--- src/tgarle_pkg.sv ---
`default_nettype none

package tgarle_pkg;

	localparam logic [24:0] MAX_PIXELS   = 25'd16777216;
	localparam logic [7:0]  RUN_BASE     = 8'd128;
	localparam logic [7:0]  RUN_BIAS     = 8'd127;
	localparam logic [2:0]  BPP_RESET    = 3'd4;
	localparam logic [24:0] PIXCNT_RESET = 25'd1;

	// Register index as decoded from the word address.
	typedef enum logic {
		REG_BYTES_PER_PIXEL = 1'b0,
		REG_PIXEL_COUNT     = 1'b1
	} reg_idx_t;

	typedef enum logic [1:0] {
		ST_OK       = 2'd0,
		ST_TRUNC    = 2'd1,
		ST_OVERFLOW = 2'd2
	} status_t;

	typedef struct packed {
		logic        in_packet;
		logic        is_run;
		logic [7:0]  pixels_left;
		logic [1:0]  byte_in_pixel;
		logic [31:0] pixel_asm;
		logic [24:0] pixels_done;
	} dec_state_t;

	typedef struct packed {
		logic        valid;
		logic [31:0] pixel_value;
		logic [23:0] start_index;
		logic [7:0]  repeat_res;
		status_t     status;
		logic        image_done;
	} dec_result_t;

endpackage

`default_nettype wire

--- src/tgarle_step.sv ---
`default_nettype none

module tgarle_step (
	input  wire logic [2:0]           bytes_per_pixel,
	input  wire logic [24:0]          pixel_count,
	input  wire logic [7:0]           data_byte,
	input  wire logic                 stream_end,
	input  wire tgarle_pkg::dec_state_t  cur,
	output tgarle_pkg::dec_state_t       nxt,
	output tgarle_pkg::dec_result_t      res
);
	import tgarle_pkg::*;

	logic [2:0]  bpp_eff;
	logic [31:0] asm_new;
	logic [24:0] limit;
	logic [24:0] room;
	logic [7:0]  count;
	logic [24:0] done_new;
	logic [7:0]  left_new;

	always_comb begin
		unique case (bytes_per_pixel) inside
			3'd0: bpp_eff = 3'd1;
			[3'd1:3'd4]: bpp_eff = bytes_per_pixel;
			default: bpp_eff = 3'd4;
		endcase
	end

	assign asm_new  = cur.pixel_asm | ({24'b0, data_byte} << {cur.byte_in_pixel, 3'b000});
	assign limit    = (pixel_count > MAX_PIXELS) ? MAX_PIXELS : pixel_count;
	assign room     = (limit > cur.pixels_done) ? (limit - cur.pixels_done) : 25'd0;
	assign count    = cur.is_run ? cur.pixels_left : 8'd1;
	assign done_new = cur.pixels_done + {17'b0, count};
	assign left_new = cur.pixels_left - count;

	always_comb begin
		nxt = cur;
		res = '0;
		res.status = ST_OK;
		if (stream_end) begin
			res.valid       = 1'b1;
			res.start_index = cur.pixels_done[23:0];
			res.status      = ST_TRUNC;
			res.image_done  = 1'b1;
			nxt             = '0;
		end else if (!cur.in_packet) begin
			// Header byte: raw packets carry header+1 pixels, runs header-127 copies.
			nxt.in_packet     = 1'b1;
			nxt.byte_in_pixel = 2'd0;
			nxt.pixel_asm     = '0;
			if (data_byte < RUN_BASE) begin
				nxt.is_run      = 1'b0;
				nxt.pixels_left = data_byte + 8'd1;
			end else begin
				nxt.is_run      = 1'b1;
				nxt.pixels_left = data_byte - RUN_BIAS;
			end
		end else if (({1'b0, cur.byte_in_pixel} + 3'd1) < bpp_eff) begin
			nxt.byte_in_pixel = cur.byte_in_pixel + 2'd1;
			nxt.pixel_asm     = asm_new;
		end else if ({17'b0, count} > room) begin
			// Room is below count here, so it always fits in eight bits.
			res.valid       = 1'b1;
			res.pixel_value = asm_new;
			res.start_index = cur.pixels_done[23:0];
			res.repeat_res  = room[7:0];
			res.status      = ST_OVERFLOW;
			res.image_done  = 1'b1;
			nxt             = '0;
		end else begin
			res.valid         = 1'b1;
			res.pixel_value   = asm_new;
			res.start_index   = cur.pixels_done[23:0];
			res.repeat_res    = count;
			nxt.pixels_done   = done_new;
			nxt.pixels_left   = left_new;
			nxt.byte_in_pixel = 2'd0;
			nxt.pixel_asm     = '0;
			if (left_new == 8'd0) begin
				nxt.in_packet = 1'b0;
				nxt.is_run    = 1'b0;
				if (done_new >= limit) begin
					res.image_done = 1'b1;
					nxt            = '0;
				end
			end
		end
	end

endmodule

`default_nettype wire

--- src/tga_rle_pixel_decoder.sv ---
// TGA run-length pixel decoder.
// The slave stream takes one compressed byte per word: s_axis_tdata is the data
// byte, and s_axis_tuser flags the end of the source (the byte is then ignored
// and a truncation result is produced). Header bytes and all but the last byte
// of a pixel produce no result word.
// The master stream gives one word per finished pixel: the pixel value, its
// start index and repeat count in tdata, the status code in tuser, and tlast
// on the word that completes or aborts the image.
// The result of a byte is registered: it sits in the output register on the
// cycle after that byte is accepted. One byte is accepted every cycle while the
// output is not stalled; the decoder state updates in a single pass of per-byte
// logic. When the receiver stalls with a word held, s_axis_tready drops and no
// byte is taken until the word leaves; the held word goes out the same cycle a
// new one is loaded.
// Reset clears the decoder state and loads bytes_per_pixel = 4 and
// pixel_count = 1. Registers sit at APB byte address 0 (bytes_per_pixel) and 4
// (pixel_count); the user must write them only with the stream idle (unenforced).
`default_nettype none

module tga_rle_pixel_decoder (
	input  wire logic        clk,
	input  wire logic        arst_n,
	// APB configuration port
	input  wire logic        psel,
	input  wire logic        penable,
	input  wire logic        pwrite,
	input  wire logic [2:0]  paddr,
	input  wire logic [31:0] pwdata,
	output      logic [31:0] prdata,
	output      logic        pready,
	// Input stream
	input  wire logic        s_axis_tvalid,
	output      logic        s_axis_tready,
	input  wire logic [7:0]  s_axis_tdata,   // [7:0] data_byte
	input  wire logic        s_axis_tuser,   // [0] stream_end
	// Output stream
	output      logic        m_axis_tvalid,
	input  wire logic        m_axis_tready,
	output      logic [63:0] m_axis_tdata,   // [31:0] pixel_value, [55:32] start_index,
	                                         // [63:56] repeat_res
	output      logic [1:0]  m_axis_tuser,   // [1:0] status
	output      logic        m_axis_tlast    // image_done
);
	import tgarle_pkg::*;

	logic [2:0]  bpp_q;
	logic [24:0] pixcnt_q;
	dec_state_t  state_q;
	dec_state_t  state_nxt;
	dec_result_t res;
	logic        in_fire;
	logic        cfg_wr;
	reg_idx_t    reg_sel;

	logic [31:0] pixel_value_q;
	logic [23:0] start_index_q;
	logic [7:0]  repeat_res_q;
	status_t     status_q;
	logic        image_done_q;
	logic        out_valid_q;

	assign pready  = 1'b1;
	assign reg_sel = reg_idx_t'(paddr[2]);
	assign cfg_wr  = psel && penable && pwrite;

	always_comb begin
		unique case (reg_sel)
			REG_BYTES_PER_PIXEL: prdata = {29'b0, bpp_q};
			REG_PIXEL_COUNT:     prdata = {7'b0, pixcnt_q};
			default:             prdata = '0;
		endcase
	end

	always_ff @(posedge clk or negedge arst_n) begin
		if (!arst_n) begin
			bpp_q    <= BPP_RESET;
			pixcnt_q <= PIXCNT_RESET;
		end else if (cfg_wr) begin
			if (reg_sel == REG_BYTES_PER_PIXEL) begin
				bpp_q <= pwdata[2:0];
			end else begin
				pixcnt_q <= pwdata[24:0];
			end
		end
	end

	tgarle_step u_step (
		.bytes_per_pixel (bpp_q),
		.pixel_count     (pixcnt_q),
		.data_byte       (s_axis_tdata),
		.stream_end      (s_axis_tuser),
		.cur             (state_q),
		.nxt             (state_nxt),
		.res             (res)
	);

	// A byte may enter whenever the output register is empty or being drained.
	assign s_axis_tready = !out_valid_q || m_axis_tready;
	assign in_fire       = s_axis_tvalid && s_axis_tready;

	always_ff @(posedge clk or negedge arst_n) begin
		if (!arst_n) begin
			state_q     <= '0;
			out_valid_q <= 1'b0;
		end else begin
			if (in_fire) begin
				state_q <= state_nxt;
			end
			if (in_fire && res.valid) begin
				out_valid_q <= 1'b1;
			end else if (m_axis_tready) begin
				out_valid_q <= 1'b0;
			end
		end
	end

	always_ff @(posedge clk) begin
		if (in_fire && res.valid) begin
			pixel_value_q <= res.pixel_value;
			start_index_q <= res.start_index;
			repeat_res_q  <= res.repeat_res;
			status_q      <= res.status;
			image_done_q  <= res.image_done;
		end
	end

	assign m_axis_tvalid = out_valid_q;
	assign m_axis_tdata  = {repeat_res_q, start_index_q, pixel_value_q};
	assign m_axis_tuser  = status_q;
	assign m_axis_tlast  = image_done_q;

endmodule

`default_nettype wire
--- config.mk ---
export PLATFORM = sky130hd
export DESIGN_NAME = tga_rle_pixel_decoder
export DESIGN_NICKNAME = d
export VERILOG_FILES = /design/src/tgarle_pkg.sv /design/src/tgarle_step.sv /design/src/tga_rle_pixel_decoder.sv
export SDC_FILE = /design/constraint.sdc
export NUM_CORES = 1
export LEC_CHECK = 0
export BUFFER_PORTS_ARGS = -buffer_cell sky130_fd_sc_hd__buf_2
export CAP_MARGIN = 20
export CORE_MARGIN = 2
export CORE_UTILIZATION = 52
export DETAILED_ROUTE_END_ITERATION = 10
export PLACE_DENSITY = 0.82
export REMOVE_ABC_BUFFERS = 1
export SYNTH_ARGS = -nofsm -noshare
export SYNTH_HDL_FRONTEND = slang
export SYNTH_SLANG_ARGS = --single-unit
--- constraint.sdc ---
create_clock -name clk -period 5 [get_ports clk]
set_input_delay 1 -clock clk [delete_from_list [all_inputs] [get_ports clk]]
set_output_delay 1 -clock clk [all_outputs]
set_load 0.005 [all_outputs]
== Word-level counts from Yosys, hierarchy flattened ==
Index checks and enable logic that the tools add are counted.
Word-level totals
  output and inout bits: 102
  logic and storage cells: 80
  register bits: 165
  input port bits: 51
Cells by class
  reduce and logical (&&, ||, !) cells: 17
  equal/unequal tests: 3
  muxes and demuxes: 26
  bitwise operators: 3
  shifts and indexed selects: 1
  magnitude comparators: 8
  add/subtract/negate cells: 7
Operators by type and width (count)
  69-bit two-way mux: 3
  68-bit two-way mux: 2
  25-bit two-way mux: 4
  67-bit two-way mux: 1
  32-bit one-hot mux with 2 select lines: 1
  44-bit two-way mux: 1
  34-bit two-way mux: 1
  32-bit bitwise OR: 1
  8-bit by 5-bit left shift with 32-bit output: 1
  25-bit by 8-bit adder with 25-bit output: 1
  25-bit >= comparator: 1
  25-bit > comparator: 1
  25-bit > comparator, second input constant: 1
  8-bit by 25-bit > comparator with 1-bit output: 1
  25-bit subtractor: 1
  24-bit two-way mux: 1
  8-bit two-way mux: 2
  10-bit two-way mux: 1
  9-bit two-way mux: 1
  8-bit by 1-bit adder with 8-bit output, second input constant: 1
  8-bit logical NOT: 1
  8-bit less-than comparator, second input constant: 1
  8-bit by 7-bit subtractor with 8-bit output, second input constant: 1
  8-bit subtractor: 1
  20 further kinds: 34

== Longest topological paths before layout ==
  depth in word-level cells: 11
  mapped depth: 28
  gate-level depth less buffers: 25

== Modules after synthesis ==
From an unflattened synthesis, not the netlist that was laid out.
Second synthesis, totals
  cell total of the unflattened synthesis: 1187
  area total of the unflattened synthesis: 11228.3 sq um
By module, submodules not included
  tga_rle_pixel_decoder: sequential area each 4466.8 sq um, times used 1, area an instance 5989.5 sq um, cells an instance 316
  tgarle_step: sequential area each 0.0 sq um, times used 1, area an instance 5238.8 sq um, cells an instance 871

== Worst setup path after synthesis ==
Ideal clock, no wire load.
  path type: register -> register
  from: reg pixcnt_q[18]
  to: reg repeat_res_q[6], data pin
  period minus slack after synthesis: 5.432 ns
  data required time: 4.730 ns
  setup slack: -0.432 ns
  arrival time: 5.162 ns
  cell stages (with the launch flop): 28
  cells stage by stage: dfrtp_1 > nor4_1 > nand4_1 > o21ai_1 > clkbuf_1 > nand2_1 > inv_1 > ha_1 > nor2b_1 > o21bai_1 > a21oi_1 > a211oi_1 > o21ai_1 > a221oi_1 > a31oi_1 > nand2_1 > ha_1 > nor2b_1 > o21a_1 > o21a_1 > o211ai_1 > a21boi_0 > o31ai_1 > nor4_1 > a2bb2oi_2 > buf_6 > or2_0 > a21oi_1
Between the ends
  cells in the longest elaborated chain, start to end: 6
RTL lines
  start: declaration: RTL line tga_rle_pixel_decoder.sv:47  | logic [24:0] pixcnt_q;
  start signal: assignment: RTL line tga_rle_pixel_decoder.sv:82  | pixcnt_q <= pwdata[24:0];
  25-bit > comparator: RTL line tgarle_step.sv:31  | assign limit = (pixel_count > MAX_PIXELS) ? MAX_PIXELS : pixel_count;
  25-bit two-way mux (*): RTL line tgarle_step.sv:31
  25-bit subtractor / 25-bit > comparator (equally long branches): RTL line tgarle_step.sv:32  | assign room = (limit > cur.pixels_done) ? (limit - cur.pixels_done) : 25'd0;
  25-bit two-way mux (*): RTL line tgarle_step.sv:32
  8-bit by 25-bit > comparator with 1-bit output: RTL line tgarle_step.sv:62  | end else if ({17'b0, count} > room) begin
  8-bit two-way mux (*): RTL line tgarle_step.sv:62
  end signal: assignment: RTL line tga_rle_pixel_decoder.sv:121  | repeat_res_q <= res.repeat_res;
  end: declaration: RTL line tga_rle_pixel_decoder.sv:57  | logic [7:0] repeat_res_q;
Every way passes the cells marked *; elsewhere a longest branch is shown, timed or not.
A chain may end at the register's enable or synchronous reset.

== Worst setup path after layout ==
  from: reg pixcnt_q[12]
  to: reg state_q[63] (netlist bit)
Between the ends
  cells in the longest elaborated chain, start to end: 9
RTL lines
  25-bit > comparator: RTL line tgarle_step.sv:31
  25-bit two-way mux (*): RTL line tgarle_step.sv:31
  25-bit subtractor, or another cell as far along: RTL line tgarle_step.sv:32
  25-bit two-way mux / 67-bit two-way mux (equally long branches): RTL line tgarle_step.sv:32, tgarle_step.sv:83
  8-bit by 25-bit > comparator with 1-bit output / 69-bit two-way mux (equally long branches): RTL line tgarle_step.sv:62, tgarle_step.sv:80
  69-bit two-way mux (*): RTL line tgarle_step.sv:62
  10-bit two-way mux (*): RTL line tgarle_step.sv:59  | end else if (({1'b0, cur.byte_in_pixel} + 3'd1) < bpp_eff) begin
  44-bit two-way mux (*): RTL line tgarle_step.sv:47  | end else if (!cur.in_packet) begin
  69-bit two-way mux (*): RTL line tgarle_step.sv:41  | if (stream_end) begin
  end signal: assignment: RTL line tga_rle_pixel_decoder.sv:107  | state_q <= state_nxt;
  end: declaration: RTL line tga_rle_pixel_decoder.sv:48  | dec_state_t state_q;
Every way passes the cells marked *; elsewhere a longest branch is shown, timed or not. The select of a mux whose other input is x is not followed.

==> key figures <==
Outcome
  – Status: finished with violations
  – Failing checks: negative setup slack

Setup path
  – Worst path max stage delay: about 400 ps
  – Cell depth of the worst setup path: 30
  – CP bufs+invs: 6
  – Arrival time worst endpoint: around 6000 ps
  – Reg2reg end: state_q[63]
  – Crit Path Category: reg2reg
  – Critical path launch point type: register
  – Crit Reg-Reg Startpoint: pixcnt_q[12]
  – Largest delay share family, worst path: compound AO/OA/AOI/OAI gates
  – Worst reg-to-reg path cell count: 30
  – Worst Setup End Kind: register
  – Critical Path RT: roughly 5400 ps
  – Slowest-stage cell, CP: dfrtp_1
  – Critical path peak fanout: 8
  – R2R Setup Slk: -600 ps

Worst hold path
  – Hold EP: state_q[50]
  – Hold/Removal Path Class: reg2reg
  – Critical hold path startpoint: state_q[50]
  – Hold Path Cell Cnt: 2

Yosys
  – Primary FF master, synth: dfrtp_1
  – Distinct cells, synth: 71
  – Ys async rst share: about three fifths
  – Top cell type's share of synthesized area: around a quarter
  – Yosys reg bits: between 150 and 200
  – Mapped Area: roughly 10000 µm²
  – Post-synth EDFFs: 67
  – Largest area contributor in the netlist: dfrtp_1
  – Synth Instances: roughly 1100
  – Post-Syn Area per Cell: approximately 9.2 µm²
  – Synth top area cells: dfrtp_1 (24%), edfxtp_1 (20%), ha_1 (8.8%)
  – Sequential area share after synthesis: between 40% and 50%
  – Warnings, synthesis: 0

Global route
  – Vias in the first global route: roughly 9500
  – Number of antenna violations at the first check in global routing: 1
  – Pin count of the biggest net entering global routing: 76
  – First-pass GRT wire length: about 48000 µm
  – Aggregate global routing overflow: 0
  – Global-route usage over all layers: about 30%

Timing
  – Post-route setup TNS: -24200 ps
  – Worst Skew: 13.81 ps
  – RSZ-0062 raised after global routing: true
  – Final setup viols: 45
  – Worst slew margin: between 30% and 40%
  – Setup ws final: -600.1 ps
  – Minimum clock period: 5600 ps
  – Hold WS: ~500 ps
  – Max-slew violation count: 0
  – Fin crit share: 112.0%
  – Worst Max-Slew Pin Slew: about 1000 ps
  – Max Fclk: around 180 MHz
  – Final number of hold-violating endpoints: 0

CTS
  – Clk sink count: about 170
  – CTS root buffer: clkbuf_16
  – CTS tree: built
  – H-tree depth: 4
  – Worst-Skew Late Latency: between 400 and 500 ps
  – Total CTS buffers: 17
  – Max Buffers Root-to-Sink: 2
  – Clock slew at reported path FFs: approximately 80 ps

Place
  – GP Congestion: approximately 0.94
  – DPL Wire Length: around 21000 µm
  – # port buffers: ~140
  – Placement Setup Slack: -789.2 ps

Floorplanning
  – Core region area: a little under 20000 µm²
  – Die Y: roughly 140 µm
  – Die Wd: around 140 µm
  – Area of the die: about 21000 µm²
  – Num rows: 51
  – # IOs: between 150 and 200
  – Initial Utilization: a little over half

Final layout
  – Most frequent cells in the layout: buf_4 (149), buf_2 (134), nor2_1 (131)
  – Layout cells sized above 1: 31.69%
  – P&R area growth vs syn: 30.25%
  – Layout Nets: between 1000 and 1500
  – Most common cell after layout, fill and taps aside: buf_4
  – Fill cells: 1351
  – Diode count: 0

Route
  – Routed wire length: 30510 µm
  – Total number of vias: between 9000 and 10000
  – Final antenna-violating net count: 0
  – Iter 0 DRT Violations: ~950
  – DR vias/cell: ~5.9
  – Drt pass-1 iters: 6
  – Routed WL per cell: 18.59 µm
  – # DRC: 0

Pwr
  – Peak supply drop: ~0.00029 V
  – Pwr dens: roughly 430 nW/µm²
  – Comb pwr share: about 47%
  – Psw: approximately 2.2 mW
  – Clock power frac: a little under a quarter
  – Pint: between 3 and 4 mW
  – Leakage Power: around 6.2 nW
  – Sequential share of power: 28.9%
  – Sw Share: 38.50%

Flow run
  – Max-capacitance violation count: 0
## layer usage
| layer | vias up | routed length (µm) | global-route usage, % |
|---|---|---|---|
| li1 | 4434 | - | - |
| met1 | 4650 | 12620 | 40.12 |
| met2 | 558 | 14150 | 46.12 |
| met3 | 90 | 2632 | 5.165 |
| met4 | 2 | 1086 | 13.62 |
| met5 | - | 11 | 0 |
## cells by family (layout without fill, tap and decap cells)
group,Yosys count,count (layout),share of synthesized area (%)
xor+xnor,36,36,3.096
compound gates,262,262,16.05
other cells,2,8,0.07373
flops,165,165,43.85
fa+ha+maj,74,74,9.237
mux,35,35,3.820
buf+inv,142,408,5.785
simple gates,388,388,18.08
## power by group through the flow
stage	Combinational (mW)	Sequential [mW]	Clock (mW)
floorplan	1.31	1.69	0
global placement	2.24	1.68	0
detailed placement	2.31	1.69	0
CTS	2.54	1.66	1.39
global route	2.95	1.68	1.45
finish	2.72	1.67	1.39
## metrics by stage
step                total power [mW]  area, µm²  cells  utilization [%]
detailed placement             3.993      12040   1593            62.27
global route                   6.073      13270   1641            68.62
global placement               3.916      12020   1592            62.19
finish                         5.770      13270   1641            68.62
floorplan                      3.008       9923   1049                -
CTS                            5.592      13080   1636            67.67
## layout make-up
type                       instances  area [µm²]  share of cell area [%]
clock inverter                    15       214.0                   1.613
clock buffer                      17       425.4                   3.206
multi-input combinational        803        5538                   41.74
sequential                       165        4467                   33.67
tap                              265       331.6                   2.499
inverter                          81       305.3                   2.301
timing repair buffer             295        1987                   14.98
## state kept, by name (all words and copies together) (netlist names)
signal	count
m_axis_tuser	2
m_axis_tvalid	1
bpp_q	3
pixcnt_q	25
pixel_value_q	32
state_q	69
repeat_res_q	8
m_axis_tlast	1
start_index_q	24
## repair_timing
action / in CTS / in global routing
endpoints found under the hold margin: 0 / 0
buffers inserted: 9 / 5
endpoints found under the setup margin: 45 / 45
pin swaps: 26 / 8
gates resized for setup: 56 / 38
cloned: 2 / 0
hold buffers: 0 / 0
## worst min-delay path, cell delays in order (launching register included)
cell     delay (ps)
dfrtp_1         350
a21oi_1          40
nor2_1           80
## synthesized netlist by cell type (9+ instances only)
master and instances:
nor2_1 131, a21oi_1 112, dfrtp_1 96, nand2_1 87, inv_1 78, ha_1 72
edfxtp_1 67, clkbuf_1 36, and2_1 32, mux2_2 31, o21ai_0 29, nand3_1 27
a21o_1 25, nor3_1 23, xnor2_1 21, nand4_1 20, o22ai_1 20, xor2_1 15
nor4_1 14, nor2b_1 13, and3_1 12, buf_4 10, buf_2 9, o21ai_1 9
## worst max-delay path by stage
stage | start | slack, ps | endpoint
final | pixcnt_q[12] | -600 | state_q[63]
after global routing | pixcnt_q[12] | -810 | state_q[63]
after CTS | pixcnt_q[20] | -510 | state_q[63]
after detailed placement | pixcnt_q[12] | -790 | repeat_res_q[0]
after global placement | pixcnt_q[12] | -550 | state_q[62]
after floorplan | pixcnt_q[18] | -1280 | state_q[63]
Note: power is estimated with default switching activity, not from simulation.
